==> src/design/obs_pkg.sv <==
// shared types and constants for the obstacle bypass sequencer
`default_nettype none
package obs_pkg;

   typedef enum logic [3:0] {
      PH_CLEAR     = 4'd0,
      PH_WAIT      = 4'd1,
      PH_RECHECK   = 4'd2,
      PH_SELECT    = 4'd3,
      PH_SPIN      = 4'd4,
      PH_FORWARD   = 4'd5,
      PH_COUNTER   = 4'd6,
      PH_RESUME    = 4'd7,
      PH_EMERGENCY = 4'd8
   } phase_type;

   localparam int unsigned CSR_ADDR_W = 5;

   localparam logic [2:0] REG_CRUISE_SPEED  = 3'd0;
   localparam logic [2:0] REG_TURN_SPEED    = 3'd1;
   localparam logic [2:0] REG_WAIT_TIME     = 3'd2;
   localparam logic [2:0] REG_TURN_TIME     = 3'd3;
   localparam logic [2:0] REG_SIDESTEP_TIME = 3'd4;
   localparam logic [2:0] REG_ATTEMPT_LIMIT = 3'd5;

   localparam logic [14:0] CRUISE_SPEED_RST  = 15'd16384;
   localparam logic [14:0] TURN_SPEED_RST    = 15'd16384;
   localparam logic [15:0] WAIT_TIME_RST     = 16'd1000;
   localparam logic [15:0] TURN_TIME_RST     = 16'd500;
   localparam logic [15:0] SIDESTEP_TIME_RST = 16'd1000;
   localparam logic [7:0]  ATTEMPT_LIMIT_RST = 8'd3;

   typedef struct packed {
      logic [14:0] cruise_speed;
      logic [14:0] turn_speed;
      logic [15:0] wait_time_ms;
      logic [15:0] turn_time_ms;
      logic [15:0] sidestep_time_ms;
      logic [7:0]  attempt_limit;
   } cfg_type;

   typedef struct packed {
      logic        blocked_ahead;
      logic        blocked_left;
      logic        blocked_right;
      logic [15:0] tick_ms;
   } item_type;

   typedef struct packed {
      logic signed [15:0] left_drive;
      logic signed [15:0] right_drive;
      logic               emergency;
      logic [3:0]         phase_now;
   } result_type;

   typedef struct packed {
      phase_type   phase;
      logic [31:0] phase_time;
      logic [7:0]  attempts_used;
      logic        turn_right;
   } state_type;

endpackage
`default_nettype wire

==> src/design/obs_req_if.sv <==
// input channel interface carrying one sensor tick per beat
`default_nettype none
interface obs_req_if;
   logic        valid;
   logic        ready;
   logic        blocked_ahead;
   logic        blocked_left;
   logic        blocked_right;
   logic [15:0] tick_ms;

   modport source (output valid, blocked_ahead, blocked_left, blocked_right, tick_ms,
                   input ready);
   modport sink (input valid, blocked_ahead, blocked_left, blocked_right, tick_ms,
                 output ready);
endinterface
`default_nettype wire

==> src/design/obs_rsp_if.sv <==
// result channel interface carrying one drive command per beat
`default_nettype none
interface obs_rsp_if;
   logic               valid;
   logic               ready;
   logic signed [15:0] left_drive;
   logic signed [15:0] right_drive;
   logic               emergency;
   logic [3:0]         phase_now;

   modport source (output valid, left_drive, right_drive, emergency, phase_now,
                   input ready);
   modport sink (input valid, left_drive, right_drive, emergency, phase_now,
                 output ready);
endinterface
`default_nettype wire

==> src/design/obs_csr.sv <==
// apb configuration registers of the obstacle bypass sequencer
`default_nettype none
module obs_csr (
   input  wire logic                            clock,
   input  wire logic                            reset,
   input  wire logic                            psel,
   input  wire logic                            penable,
   input  wire logic                            pwrite,
   input  wire logic [obs_pkg::CSR_ADDR_W-1:0]  paddr,
   input  wire logic [31:0]                     pwdata,
   output logic [31:0]                          prdata,
   output logic                                 pready,
   output obs_pkg::cfg_type                     cfg
);
   import obs_pkg::*;

   cfg_type    cfg_ff;
   logic       wr_en;
   logic [2:0] reg_idx;

   assign pready  = 1'b1;
   assign wr_en   = psel && penable && pwrite;
   assign reg_idx = paddr[CSR_ADDR_W-1:2];
   assign cfg     = cfg_ff;

   always_ff @(posedge clock) begin
      if (reset) begin
         cfg_ff.cruise_speed     <= CRUISE_SPEED_RST;
         cfg_ff.turn_speed       <= TURN_SPEED_RST;
         cfg_ff.wait_time_ms     <= WAIT_TIME_RST;
         cfg_ff.turn_time_ms     <= TURN_TIME_RST;
         cfg_ff.sidestep_time_ms <= SIDESTEP_TIME_RST;
         cfg_ff.attempt_limit    <= ATTEMPT_LIMIT_RST;
      end else if (wr_en) begin
         case (reg_idx)
            REG_CRUISE_SPEED:  cfg_ff.cruise_speed     <= pwdata[14:0];
            REG_TURN_SPEED:    cfg_ff.turn_speed       <= pwdata[14:0];
            REG_WAIT_TIME:     cfg_ff.wait_time_ms     <= pwdata[15:0];
            REG_TURN_TIME:     cfg_ff.turn_time_ms     <= pwdata[15:0];
            REG_SIDESTEP_TIME: cfg_ff.sidestep_time_ms <= pwdata[15:0];
            REG_ATTEMPT_LIMIT: cfg_ff.attempt_limit    <= pwdata[7:0];
            default: ;
         endcase
      end
   end

   always_comb begin
      case (reg_idx)
         REG_CRUISE_SPEED:  prdata = {17'd0, cfg_ff.cruise_speed};
         REG_TURN_SPEED:    prdata = {17'd0, cfg_ff.turn_speed};
         REG_WAIT_TIME:     prdata = {16'd0, cfg_ff.wait_time_ms};
         REG_TURN_TIME:     prdata = {16'd0, cfg_ff.turn_time_ms};
         REG_SIDESTEP_TIME: prdata = {16'd0, cfg_ff.sidestep_time_ms};
         REG_ATTEMPT_LIMIT: prdata = {24'd0, cfg_ff.attempt_limit};
         default:           prdata = 32'd0;
      endcase
   end
endmodule
`default_nettype wire

==> src/design/obs_next.sv <==
// per-tick phase transition and drive computation
`default_nettype none
module obs_next (
   input  wire obs_pkg::state_type  cur_state,
   input  wire obs_pkg::item_type   item,
   input  wire obs_pkg::cfg_type    cfg,
   output obs_pkg::state_type       nxt_state,
   output obs_pkg::result_type      result
);
   import obs_pkg::*;

   logic [32:0] sum_w;
   logic [31:0] pt_sum;
   logic [15:0] fwd;
   logic [15:0] turn_pos;
   logic [15:0] turn_neg;
   logic        both_sides;
   logic        sel_right;
   logic [7:0]  att_inc;

   assign sum_w      = {1'b0, cur_state.phase_time} + {17'd0, item.tick_ms};
   assign pt_sum     = sum_w[32] ? 32'hFFFF_FFFF : sum_w[31:0];
   assign fwd        = {1'b0, cfg.cruise_speed};
   assign turn_pos   = {1'b0, cfg.turn_speed};
   assign turn_neg   = 16'd0 - turn_pos;
   assign both_sides = item.blocked_left && item.blocked_right;
   assign sel_right  = item.blocked_left && !item.blocked_right;
   assign att_inc    = (cur_state.attempts_used == 8'hFF) ? 8'hFF
                                                          : cur_state.attempts_used + 8'd1;

   always_comb begin
      nxt_state            = cur_state;
      nxt_state.phase_time = pt_sum;
      result.left_drive    = 16'sd0;
      result.right_drive   = 16'sd0;
      result.emergency     = 1'b0;

      case (cur_state.phase)
         PH_CLEAR: begin
            if (item.blocked_ahead) begin
               nxt_state.phase      = PH_WAIT;
               nxt_state.phase_time = 32'd0;
            end else begin
               result.left_drive  = fwd;
               result.right_drive = fwd;
            end
         end
         PH_WAIT: begin
            if (pt_sum >= {16'd0, cfg.wait_time_ms}) begin
               nxt_state.phase      = PH_RECHECK;
               nxt_state.phase_time = 32'd0;
            end
         end
         PH_RECHECK: begin
            nxt_state.phase_time = 32'd0;
            if (!item.blocked_ahead) begin
               nxt_state.phase    = PH_RESUME;
               result.left_drive  = fwd;
               result.right_drive = fwd;
            end else if (both_sides || cur_state.attempts_used >= cfg.attempt_limit) begin
               nxt_state.phase  = PH_EMERGENCY;
               result.emergency = 1'b1;
            end else begin
               nxt_state.phase         = PH_SPIN;
               nxt_state.turn_right    = sel_right;
               nxt_state.attempts_used = att_inc;
               result.left_drive       = sel_right ? turn_pos : turn_neg;
               result.right_drive      = sel_right ? turn_neg : turn_pos;
            end
         end
         PH_SELECT: begin
            nxt_state.phase_time    = 32'd0;
            nxt_state.phase         = PH_SPIN;
            nxt_state.turn_right    = sel_right;
            nxt_state.attempts_used = att_inc;
            result.left_drive       = sel_right ? turn_pos : turn_neg;
            result.right_drive      = sel_right ? turn_neg : turn_pos;
         end
         PH_SPIN: begin
            if (both_sides) begin
               nxt_state.phase      = PH_EMERGENCY;
               nxt_state.phase_time = 32'd0;
               result.emergency     = 1'b1;
            end else if (pt_sum >= {16'd0, cfg.turn_time_ms}) begin
               nxt_state.phase      = PH_FORWARD;
               nxt_state.phase_time = 32'd0;
               result.left_drive    = fwd;
               result.right_drive   = fwd;
            end else begin
               result.left_drive  = cur_state.turn_right ? turn_pos : turn_neg;
               result.right_drive = cur_state.turn_right ? turn_neg : turn_pos;
            end
         end
         PH_FORWARD: begin
            if (both_sides) begin
               nxt_state.phase      = PH_EMERGENCY;
               nxt_state.phase_time = 32'd0;
               result.emergency     = 1'b1;
            end else if (pt_sum >= {16'd0, cfg.sidestep_time_ms}) begin
               nxt_state.phase      = PH_COUNTER;
               nxt_state.phase_time = 32'd0;
               result.left_drive    = cur_state.turn_right ? turn_neg : turn_pos;
               result.right_drive   = cur_state.turn_right ? turn_pos : turn_neg;
            end else begin
               result.left_drive  = fwd;
               result.right_drive = fwd;
            end
         end
         PH_COUNTER: begin
            if (pt_sum >= {16'd0, cfg.turn_time_ms}) begin
               nxt_state.phase      = PH_RESUME;
               nxt_state.phase_time = 32'd0;
               result.left_drive    = fwd;
               result.right_drive   = fwd;
            end else begin
               result.left_drive  = cur_state.turn_right ? turn_neg : turn_pos;
               result.right_drive = cur_state.turn_right ? turn_pos : turn_neg;
            end
         end
         PH_RESUME: begin
            nxt_state.phase      = PH_CLEAR;
            nxt_state.phase_time = 32'd0;
            result.left_drive    = fwd;
            result.right_drive   = fwd;
         end
         PH_EMERGENCY: begin
            result.emergency = 1'b1;
         end
         default: ;
      endcase

      result.phase_now = nxt_state.phase;
   end
endmodule
`default_nettype wire

==> src/design/obs_pipe.sv <==
// input register, sequencer state and result register with handshakes
`default_nettype none
module obs_pipe (
   input  wire logic                  clock,
   input  wire logic                  reset,
   obs_req_if.sink                    req_bus,
   obs_rsp_if.source                  rsp_bus,
   output obs_pkg::item_type          item,
   output obs_pkg::state_type         cur_state,
   input  wire obs_pkg::state_type    state_in,
   input  wire obs_pkg::result_type   rsp_in
);
   import obs_pkg::*;

   item_type   item_ff;
   logic       item_valid_ff;
   state_type  state_ff;
   result_type rsp_ff;
   logic       rsp_valid_ff;
   logic       advance;
   logic       req_take;

   assign advance        = item_valid_ff && (!rsp_valid_ff || rsp_bus.ready);
   assign req_bus.ready  = !item_valid_ff || advance;
   assign req_take       = req_bus.valid && req_bus.ready;

   assign item      = item_ff;
   assign cur_state = state_ff;

   assign rsp_bus.valid       = rsp_valid_ff;
   assign rsp_bus.left_drive  = rsp_ff.left_drive;
   assign rsp_bus.right_drive = rsp_ff.right_drive;
   assign rsp_bus.emergency   = rsp_ff.emergency;
   assign rsp_bus.phase_now   = rsp_ff.phase_now;

   always_ff @(posedge clock) begin
      if (reset) begin
         item_valid_ff          <= 1'b0;
         rsp_valid_ff           <= 1'b0;
         state_ff.phase         <= PH_CLEAR;
         state_ff.phase_time    <= 32'd0;
         state_ff.attempts_used <= 8'd0;
         state_ff.turn_right    <= 1'b0;
      end else begin
         if (req_bus.ready) begin
            item_valid_ff <= req_bus.valid;
         end
         if (advance) begin
            state_ff     <= state_in;
            rsp_valid_ff <= 1'b1;
         end else if (rsp_bus.ready) begin
            rsp_valid_ff <= 1'b0;
         end
      end
   end

   // payload registers
   always_ff @(posedge clock) begin
      if (req_take) begin
         item_ff.blocked_ahead <= req_bus.blocked_ahead;
         item_ff.blocked_left  <= req_bus.blocked_left;
         item_ff.blocked_right <= req_bus.blocked_right;
         item_ff.tick_ms       <= req_bus.tick_ms;
      end
      if (advance) begin
         rsp_ff <= rsp_in;
      end
   end
endmodule
`default_nettype wire

==> src/design/obstacle_bypass_sequencer.sv <==
// Obstacle bypass sequencer: one tick in on req_bus, one drive command out on rsp_bus.
// Each req beat carries the ahead/left/right obstacle flags and the milliseconds since
// the previous tick; each rsp beat carries the left and right wheel drives (Q1.15),
// the emergency flag and the phase after the tick. Exactly one rsp beat per req beat,
// in order.
// A beat is registered on entry in the input register, the phase logic works on it
// combinationally and the result lands in the output register, from which it is
// offered on rsp_bus. One beat per cycle is sustained while rsp_bus.ready stays high;
// the phase state register is updated each cycle that a tick moves into the output
// register.
// When rsp_bus.ready is low the output register holds its beat and one more tick can
// sit in the input register; req_bus.ready drops only when both are full.
// Reset: phase clear, elapsed time and attempt count zero, spin direction left, both
// registers empty; the apb registers return to their reset values (cruise and turn
// speed 16384, wait 1000 ms, turn 500 ms, sidestep 1000 ms, three attempts).
// Registers sit at byte address 4*i; the user must write them only while the block is
// idle, which the block itself does not enforce. An emergency stop holds until reset.
`default_nettype none
module obstacle_bypass_sequencer (
   input  wire logic                            clock,
   input  wire logic                            reset,
   obs_req_if.sink                              req_bus,
   obs_rsp_if.source                            rsp_bus,
   input  wire logic                            psel,
   input  wire logic                            penable,
   input  wire logic                            pwrite,
   input  wire logic [obs_pkg::CSR_ADDR_W-1:0]  paddr,
   input  wire logic [31:0]                     pwdata,
   output logic [31:0]                          prdata,
   output logic                                 pready
);
   import obs_pkg::*;

   cfg_type    cfg;
   item_type   item;
   state_type  cur_state;
   state_type  state_in;
   result_type rsp_in;

   obs_csr u_csr (
      .clock   (clock),
      .reset   (reset),
      .psel    (psel),
      .penable (penable),
      .pwrite  (pwrite),
      .paddr   (paddr),
      .pwdata  (pwdata),
      .prdata  (prdata),
      .pready  (pready),
      .cfg     (cfg)
   );

   obs_pipe u_pipe (
      .clock     (clock),
      .reset     (reset),
      .req_bus   (req_bus),
      .rsp_bus   (rsp_bus),
      .item      (item),
      .cur_state (cur_state),
      .state_in  (state_in),
      .rsp_in    (rsp_in)
   );

   obs_next u_next (
      .cur_state (cur_state),
      .item      (item),
      .cfg       (cfg),
      .nxt_state (state_in),
      .result    (rsp_in)
   );
endmodule
`default_nettype wire

==> src/flat_wrapper.sv <==
// flat-port wrapper written by rule: the top's interface ports become plain ports
module obstacle_bypass_sequencer_flat import obs_pkg::*;
  (clock, reset, psel, penable, pwrite, paddr, pwdata, prdata, pready, req_bus_valid, req_bus_blocked_ahead, req_bus_blocked_left, req_bus_blocked_right, req_bus_tick_ms, req_bus_ready, rsp_bus_valid, rsp_bus_left_drive, rsp_bus_right_drive, rsp_bus_emergency, rsp_bus_phase_now, rsp_bus_ready);
  obs_req_if req_bus_i ();
  obs_rsp_if rsp_bus_i ();
  input  wire logic clock;
  input  wire logic reset;
  input  wire logic psel;
  input  wire logic penable;
  input  wire logic pwrite;
  input  wire logic [obs_pkg::CSR_ADDR_W-1:0] paddr;
  input  wire logic [31:0] pwdata;
  output logic [31:0] prdata;
  output logic pready;
  input wire logic [$bits(req_bus_i.valid)-1:0] req_bus_valid;
  input wire logic [$bits(req_bus_i.blocked_ahead)-1:0] req_bus_blocked_ahead;
  input wire logic [$bits(req_bus_i.blocked_left)-1:0] req_bus_blocked_left;
  input wire logic [$bits(req_bus_i.blocked_right)-1:0] req_bus_blocked_right;
  input wire logic [$bits(req_bus_i.tick_ms)-1:0] req_bus_tick_ms;
  output wire logic [$bits(req_bus_i.ready)-1:0] req_bus_ready;
  output wire logic [$bits(rsp_bus_i.valid)-1:0] rsp_bus_valid;
  output wire logic [$bits(rsp_bus_i.left_drive)-1:0] rsp_bus_left_drive;
  output wire logic [$bits(rsp_bus_i.right_drive)-1:0] rsp_bus_right_drive;
  output wire logic [$bits(rsp_bus_i.emergency)-1:0] rsp_bus_emergency;
  output wire logic [$bits(rsp_bus_i.phase_now)-1:0] rsp_bus_phase_now;
  input wire logic [$bits(rsp_bus_i.ready)-1:0] rsp_bus_ready;
  assign req_bus_i.valid = req_bus_valid;
  assign req_bus_i.blocked_ahead = req_bus_blocked_ahead;
  assign req_bus_i.blocked_left = req_bus_blocked_left;
  assign req_bus_i.blocked_right = req_bus_blocked_right;
  assign req_bus_i.tick_ms = req_bus_tick_ms;
  assign req_bus_ready = req_bus_i.ready;
  assign rsp_bus_valid = rsp_bus_i.valid;
  assign rsp_bus_left_drive = rsp_bus_i.left_drive;
  assign rsp_bus_right_drive = rsp_bus_i.right_drive;
  assign rsp_bus_emergency = rsp_bus_i.emergency;
  assign rsp_bus_phase_now = rsp_bus_i.phase_now;
  assign rsp_bus_i.ready = rsp_bus_ready;
  obstacle_bypass_sequencer u_core (.clock(clock), .reset(reset), .req_bus(req_bus_i), .rsp_bus(rsp_bus_i), .psel(psel), .penable(penable), .pwrite(pwrite), .paddr(paddr), .pwdata(pwdata), .prdata(prdata), .pready(pready));
endmodule
==> config.mk <==
export PLATFORM = sky130hd
export DESIGN_NAME = obstacle_bypass_sequencer_flat
export DESIGN_NICKNAME = d
export VERILOG_FILES = /design/src/design/obs_pkg.sv /design/src/design/obs_req_if.sv /design/src/design/obs_rsp_if.sv /design/src/design/obs_csr.sv /design/src/design/obs_next.sv /design/src/design/obs_pipe.sv /design/src/design/obstacle_bypass_sequencer.sv /design/src/flat_wrapper.sv
export SDC_FILE = /design/constraint.sdc
export NUM_CORES = 1
export LEC_CHECK = 0
export BUFFER_PORTS_ARGS = -buffer_cell sky130_fd_sc_hd__buf_2
export CAP_MARGIN = 20
export CORE_AREA = 4 4 124 244
export DETAILED_ROUTE_END_ITERATION = 7
export DIE_AREA = 0 0 128 248
export PLACE_DENSITY_LB_ADDON = 0.15
export SETUP_SLACK_MARGIN = 0.1
export SYNTH_ARGS = -nofsm -noshare
export SYNTH_HDL_FRONTEND = slang
export SYNTH_SLANG_ARGS = --single-unit
==> constraint.sdc <==
create_clock -name clock -period 5.09 [get_ports clock]
set_clock_uncertainty 0.05 [all_clocks]
set_input_delay 0.2545 -clock clock [delete_from_list [all_inputs] [get_ports clock]]
set_output_delay 0.2545 -clock clock [all_outputs]
set_load 0.01 [all_outputs]
==> results.tsv, run 1 <==
stage	metric	value	unit
floorplan	die_area	31740	µm²
sta	slew_headroom	26.99	%
drt	first_iter_violations	930	
sta	worst_slew_pin_slew	1.084	ns
global_routing	grt_use_total	28.62	%
setup_path	crit_slowest_cell	edfxtp_1	
synth	synth.distinct_cells	78	
setup_path	ff2ff_path_depth	23	
min_path	hold_class	primary input to flop	
setup_path	critPathMaxFanout	8	
setup_path	r2r_slack	0.20	ns
setup_path	crit_cells	23	
outcome	status	finished clean	
setup_path	worstPathRequired	5.24	ns
power_and_ir_drop	sw_frac_of_total	29.52	%
setup_path	cpMostUsedCell	a211oi_2	
setup_path	crit_family	compound AO/OA/AOI/OAI gates	
setup_path	crit_type	flop to flop	
sta	clock.fmax	204.7	MHz
synth	async_reset_ff_share	0	%
synth	synth_flop_cell	dfxtp_1	
setup_path	endpoint_kind	flop	
setup_path	startpoint	u_core.u_pipe.item[0]	
clock_tree	clk_path_buf_depth	2	
setup_path	setup.worst_path.end	u_core.u_pipe.rsp_bus.left_drive[8]	
run	maxCapViolations	0	
final_layout	fill_cells	2776	
global_routing	grt_start_max_net_pins	90	
sta	period_share	95.99	%
floorplan	initial_core_util	44.37	%
sta	period_needed	4.886	ns
power_and_ir_drop	powerDensity	242.5	nW/µm²
floorplan	fp.dieH	248	µm
synth	yosys_warnings	0	
placed_design	io_buffers	99	
final_layout	layout.nets	1880	
setup_path	cp-start-kind	flop	
global_routing	grt.overflow.total	0	
setup_path	worstReg2RegStart	u_core.u_pipe.item[0]	
final_layout	drive_gt1_share	19.72	%
sta	slew_violations	0	
setup_path	crit_buf_inv	3	
clock_tree	root_buffer	clkbuf_16	
global_routing	antenna_found_initial	1	
synth	postSynthAreaPerCell	7.979	µm²
global_routing	grt_pass1_wl	69920	µm
drt	routed_wl	46000	µm
drt	vias	12729	
drt	drt-wirelength-per-cell	21.78	µm
power_and_ir_drop	p_seq_share	43.4	%
clock_tree	cts_tree	built	
power_and_ir_drop	finalPower	3.685	mW
clock_tree	numCtsBuffers	17	
drt	dr.pass1.iters	5	
sta	hold_viol	0	
drt	vias_per_cell	6.027	
synth	syn_inst	1574	
clock_tree	clkTransAtPathRegs	0.08	ns
sta	rsz0062_at_grt	true	
synth	ys_seq_area_share	34.35	%
sta	finalSetupTns	0	ns
final_layout	final_util	53.70	%
setup_path	cp.arrival	5.03	ns
placed_design	placed_cells_incl_taps	2050	
clock_tree	cts.htree.levels	4	
sta	whs	0.03546	ns
placed_design	place_hpwl	35330	µm
floorplan	coreArea	28300	µm²
synth	netlist_area	12560	µm²
synth	ys_ff_latch	188	
power_and_ir_drop	power_frac_clock	38.3	%
floorplan	ios	135	
placed_design	gp_congestion	0.9645	
global_routing	grt_pass1_vias	12495	
power_and_ir_drop	combPwrFrac	18.3	%
clock_tree	clk_latency	0.45	ns
power_and_ir_drop	intPower	2.598	mW
synth	synth_edf_count	55	
floorplan	die_w	128	µm
floorplan	rows	87	
setup_path	slowest_delay	0.38	ns
setup_path	cp_cell_sequence	ha_2 > fa_2 > a211oi_2 > o211ai_1 > a211oi_2 > nor2_2 > and2_4 > nor2_4 > ha_4 > nand2b_1 > a21o_1 > a21o_1 > a21oi_2 > o211ai_1 > a211oi_2 > buf_4 > nand2_2 > o21ai_2 > buf_6 > nand2_2 > buf_6 > a22o_1 > a221o_1	
drt	drc	0	
power_and_ir_drop	switching_power	1.088	mW
power_and_ir_drop	p_leak	6.356	nW
clock_tree	clkSinkCount	188	
final_layout	area_growth	21.02	%
setup_path	timing.rr.end	u_core.u_pipe.rsp_bus.left_drive[8]	
power_and_ir_drop	peakVddDrop	0.0002410	V
final_layout	fin_cells	2112	
drt	postRouteAntennaNets	0	
sta	setup_viol	0	
min_path	hp-start	pwdata[15]	
how the worst min path moves through the flow:
stage	endpoint	slack, ns	depth (start not counted)
2_1_floorplan	u_core.u_pipe.item[0]	0.30	0
3_3_place_gp	u_core.u_pipe.item[4]	0.38	1
3_5_place_dp	u_core.u_pipe.item[8]	0.38	1
4_1_cts	u_core.u_csr.cfg[23]	0.02	3
5_1_grt	u_core.u_csr.cfg[23]	0.03	3
6_report	u_core.u_csr.cfg[23]	0.04	3
area by class of cell:
type	count	area (µm²)	share of cell area [%]
multi-input combinational	1204	7789	51.25
tap	356	445.4	2.931
clock buffer	17	425.4	2.799
antenna	1	2.502	0.01646
timing repair buffer	248	1735	11.42
clock inverter	15	175.2	1.153
sequential	188	4314	28.39
inverter	83	311.5	2.050
logic make-up after synthesis:
group	count (synthesis)	synth area share [%]
AOI/OAI and AO/OA	463	23.91
DFF	188	34.35
other	2	0.05980
xor gates and xnor gates	49	3.417
muxes	40	3.716
buffers and inverters	198	6.675
and+or+nand+nor	559	20.33
adders and majority gates	75	7.532
per-layer routing:
layer  vias up  share of wire, %  track usage (%)
met5         -                 0                0
met4         0               8.0            19.94
met3       173               4.3            3.855
met2       519                53            52.69
met1      6063                35            29.29
li1       5974                 -                -
power by group through the flow:
stage / Combinational (mW) / Clock, mW / Sequential, mW
global placement: 0.595 / 0 / 1.63
finish: 0.676 / 1.41 / 1.60
global route: 0.737 / 1.49 / 1.60
CTS: 0.631 / 1.43 / 1.60
detailed placement: 0.602 / 0 / 1.63
floorplan: 0.379 / 0 / 1.63
worst reg2reg max path, delay by kind of cell, from the launching register on:
family          cells  cell delay, ns
simple gates        6            0.65
fa+ha+maj           3            0.77
flops               1            0.38
compound gates     11            2.29
buf+inv             3            0.48
metrics by stage:
step	cell area [µm²]	setup WS, ns
2_1_floorplan	12630	0.1210
3_3_place_gp	13990	-0.2266
3_5_place_dp	13990	-0.1999
4_1_cts	14870	0.1163
5_1_grt	15200	-0.01111
6_report	15200	0.2040
cell usage after synthesis (29+ instances only):
cell	count	share of area (%)
a21o_1	31	1.9
a21oi_1	153	6.1
a22oi_1	29	1.7
clkbuf_1	74	2.2
dfxtp_1	133	21
edfxtp_1	55	13
ha_1	74	7.4
inv_1	81	2.4
mux2i_1	32	2.6
nand2_1	233	7.0
nand3_1	46	1.8
nor2_1	135	4.0
o21ai_0	83	3.3
xnor2_1	37	2.6
state kept, by name (all words and copies together), names as in the netlist:
signal and flops:
u_core.u_pipe.rsp_bus.left_drive 16, u_core.u_pipe.rsp_bus.emergency 1, u_core.u_pipe.rsp_bus.phase_now 4, u_core.u_pipe.item_valid_ff 1, u_core.u_csr.cfg 86, u_core.u_pipe.cur_state 45, u_core.u_pipe.rsp_bus.right_drive 15, u_core.u_pipe.rsp_bus.valid 1
u_core.u_pipe.item 19
cell usage in the layout, fill, tap and decap left out, drive strengths merged, types with 32 or more instances in the layout:
master  Yosys  routed
a21oi     153     153
o21ai      92      92
dfxtp     133     133
edfxtp     55      55
mux2i      32      32
inv        81      92
nor2      135     135
nand3      46      46
buf        41     228
xnor2      37      37
nand2     233     233
ha         74      74
timing repair:
action | in CTS | in global routing
pin swaps | 9 | 20
buffers inserted | 0 | 8
cloned | 0 | 1
setup endpoints to repair | 60 | 61
gates resized for setup | 21 | 64
endpoints found under the hold margin | 20 | 0
hold buffers | 20 | 0
(Power assumes the default switching activity.)
==> run 2: changes to the inputs <==
==> constraint.sdc (replaced) <==
create_clock -name clock -period 5.5 [get_ports clock]
set_clock_uncertainty 0.05 [all_clocks]
set_input_delay 0.275 -clock clock [delete_from_list [all_inputs] [get_ports clock]]
set_output_delay 0.275 -clock clock [all_outputs]
set_load 0.01 [all_outputs]
==> results.tsv, run 2 (synthesized netlist as in run 1, its figures left out) <==
stage	metric	value	unit
final_layout	drive_gt1_share	15.96	%
setup_path	r2r_slack	0.30	ns
setup_path	crit_family	compound AO/OA/AOI/OAI gates	
floorplan	rows	87	
final_layout	diodes	0	
min_path	hold_class	primary input to flop	
setup_path	endpoint_kind	flop	
floorplan	ios	135	
setup_path	cp_cell_sequence	ha_1 > fa_2 > a211oi_2 > o211ai_1 > a211oi_2 > nor2_1 > and2_2 > buf_4 > or2_4 > ha_1 > a21o_1 > a21o_1 > a21oi_2 > nand2_1 > a41oi_2 > buf_4 > o21ai_0 > a311o_1 > and2_4 > or3_4 > o21ai_1	
final_layout	fin_cells	2079	
clock_tree	root_buffer	clkbuf_16	
sta	worst_slew_pin_slew	0.9801	ns
global_routing	grt_start_max_net_pins	81	
global_routing	grt_pass1_wl	68400	µm
clock_tree	clk_latency	0.45	ns
power_and_ir_drop	peakVddDrop	0.0002408	V
floorplan	fp.dieH	248	µm
drt	drt-wirelength-per-cell	21.52	µm
floorplan	die_area	31740	µm²
setup_path	slowest_delay	0.49	ns
sta	setup_ws	0.3007	ns
placed_design	io_buffers	99	
placed_design	place_hpwl	34740	µm
global_routing	grt_pass1_vias	12058	
floorplan	initial_core_util	44.37	%
power_and_ir_drop	p_leak	6.154	nW
outcome	status	finished with violations	
final_layout	area_growth	17.01	%
placed_design	gp_congestion	0.9747	
final_layout	layout_commonest_cell	nand2_1	
sta	setup_viol	0	
drt	first_iter_violations	915	
setup_path	cp.arrival	5.53	ns
sta	period_needed	5.199	ns
clock_tree	numCtsBuffers	17	
final_layout	layout_common_cells	232 x nand2_1, 149 x a21oi_1, 134 x nor2_1, 133 x dfxtp_1, 98 x buf_2	
power_and_ir_drop	finalPower	3.343	mW
placed_design	placed_cells_incl_taps	2025	
drt	vias	12322	
clock_tree	clkTransAtPathRegs	0.07	ns
setup_path	critPathMaxFanout	7	
sta	rsz0062_at_grt	false	
clock_tree	clk_path_buf_depth	2	
clock_tree	clkSinkCount	188	
drt	postRouteAntennaNets	0	
drt	vias_per_cell	5.927	
global_routing	grt.overflow.total	0	
floorplan	coreArea	28300	µm²
sta	hold_viol	0	
floorplan	die_w	128	µm
clock_tree	cts_tree	built	
setup_path	cp-start-kind	flop	
drt	drc	2	
sta	slew_violations	0	
setup_path	worstPathRequired	5.83	ns
sta	clock.fmax	192.3	MHz
final_layout	largest_register_ffs	86	
drt	dr.pass1.iters	8	
setup_path	crit_slowest_cell	or3_4	
sta	slew_headroom	34.42	%
outcome	failed_checks	DRC	
power_and_ir_drop	powerDensity	227.5	nW/µm²
placed_design	dpl_worst_slack	-0.04533	ns
drt	routed_wl	44750	µm
final_layout	final_util	51.92	%
final_layout	stdcell_area	14690	µm²
setup_path	crit_buf_inv	2	
sta	period_share	94.53	%
placed_design	placed_area	13790	µm²
sta	whs	0.06399	ns
clock_tree	cts.htree.levels	4	
sta	finalSetupTns	0	ns
global_routing	antenna_found_initial	1	
global_routing	grt_use_total	28.19	%
run	maxCapViolations	0	
setup_path	crit_type	flop to flop	
final_layout	layout.nets	1848	
-- run 2: power by group --
group          switching [mW]  internal (mW)
Sequential             0.0224           1.46
Combinational           0.349          0.221
Clock                   0.582          0.711
Total                   0.953           2.39
-- run 2: layout make-up --
cell class / instances / area (µm²)
fill: 2766 / 13610
multi-input combinational: 1203 / 7533
sequential: 188 / 4314
timing repair buffer: 217 / 1484
clock buffer: 23 / 510.5
tap: 356 / 445.4
inverter: 83 / 311.5
clock inverter: 9 / 95.09
-- run 2: routing by layer --
layer  vias to the layer above  wire (µm)  global-route usage, %
met3                       157       1858                  3.683
met5                         -         11                      0
met4                         2       3587                  20.47
li1                       5896          -                      -
met2                       484      23520                  51.81
met1                      5783      15770                  28.63
-- run 2: path summary, 6_finish.rpt --
check / startpoint / endpoint / cells after the start
max reg2reg: u_core.u_pipe.item[0] / u_core.u_pipe.cur_state[34] / 21
min: pwdata[13] / u_core.u_csr.cfg[53] / 3
max: u_core.u_pipe.item[0] / u_core.u_pipe.cur_state[34] / 21
min reg2reg: u_core.u_csr.cfg[9] / u_core.u_csr.cfg[9] / 2
-- run 2: worst min-delay path, cell delays in order --
cell	delay, ns
buf_2	0.14
nand2_1	0.06
a21oi_1	0.05
-- run 2: repair_timing --
action	4_1_cts	5_1_grt
setup endpoints to repair	21	55
setup buffers	0	1
hold buffers	20	0
hold endpoints to repair	20	0
gates resized for setup	6	13
pin swaps	0	5
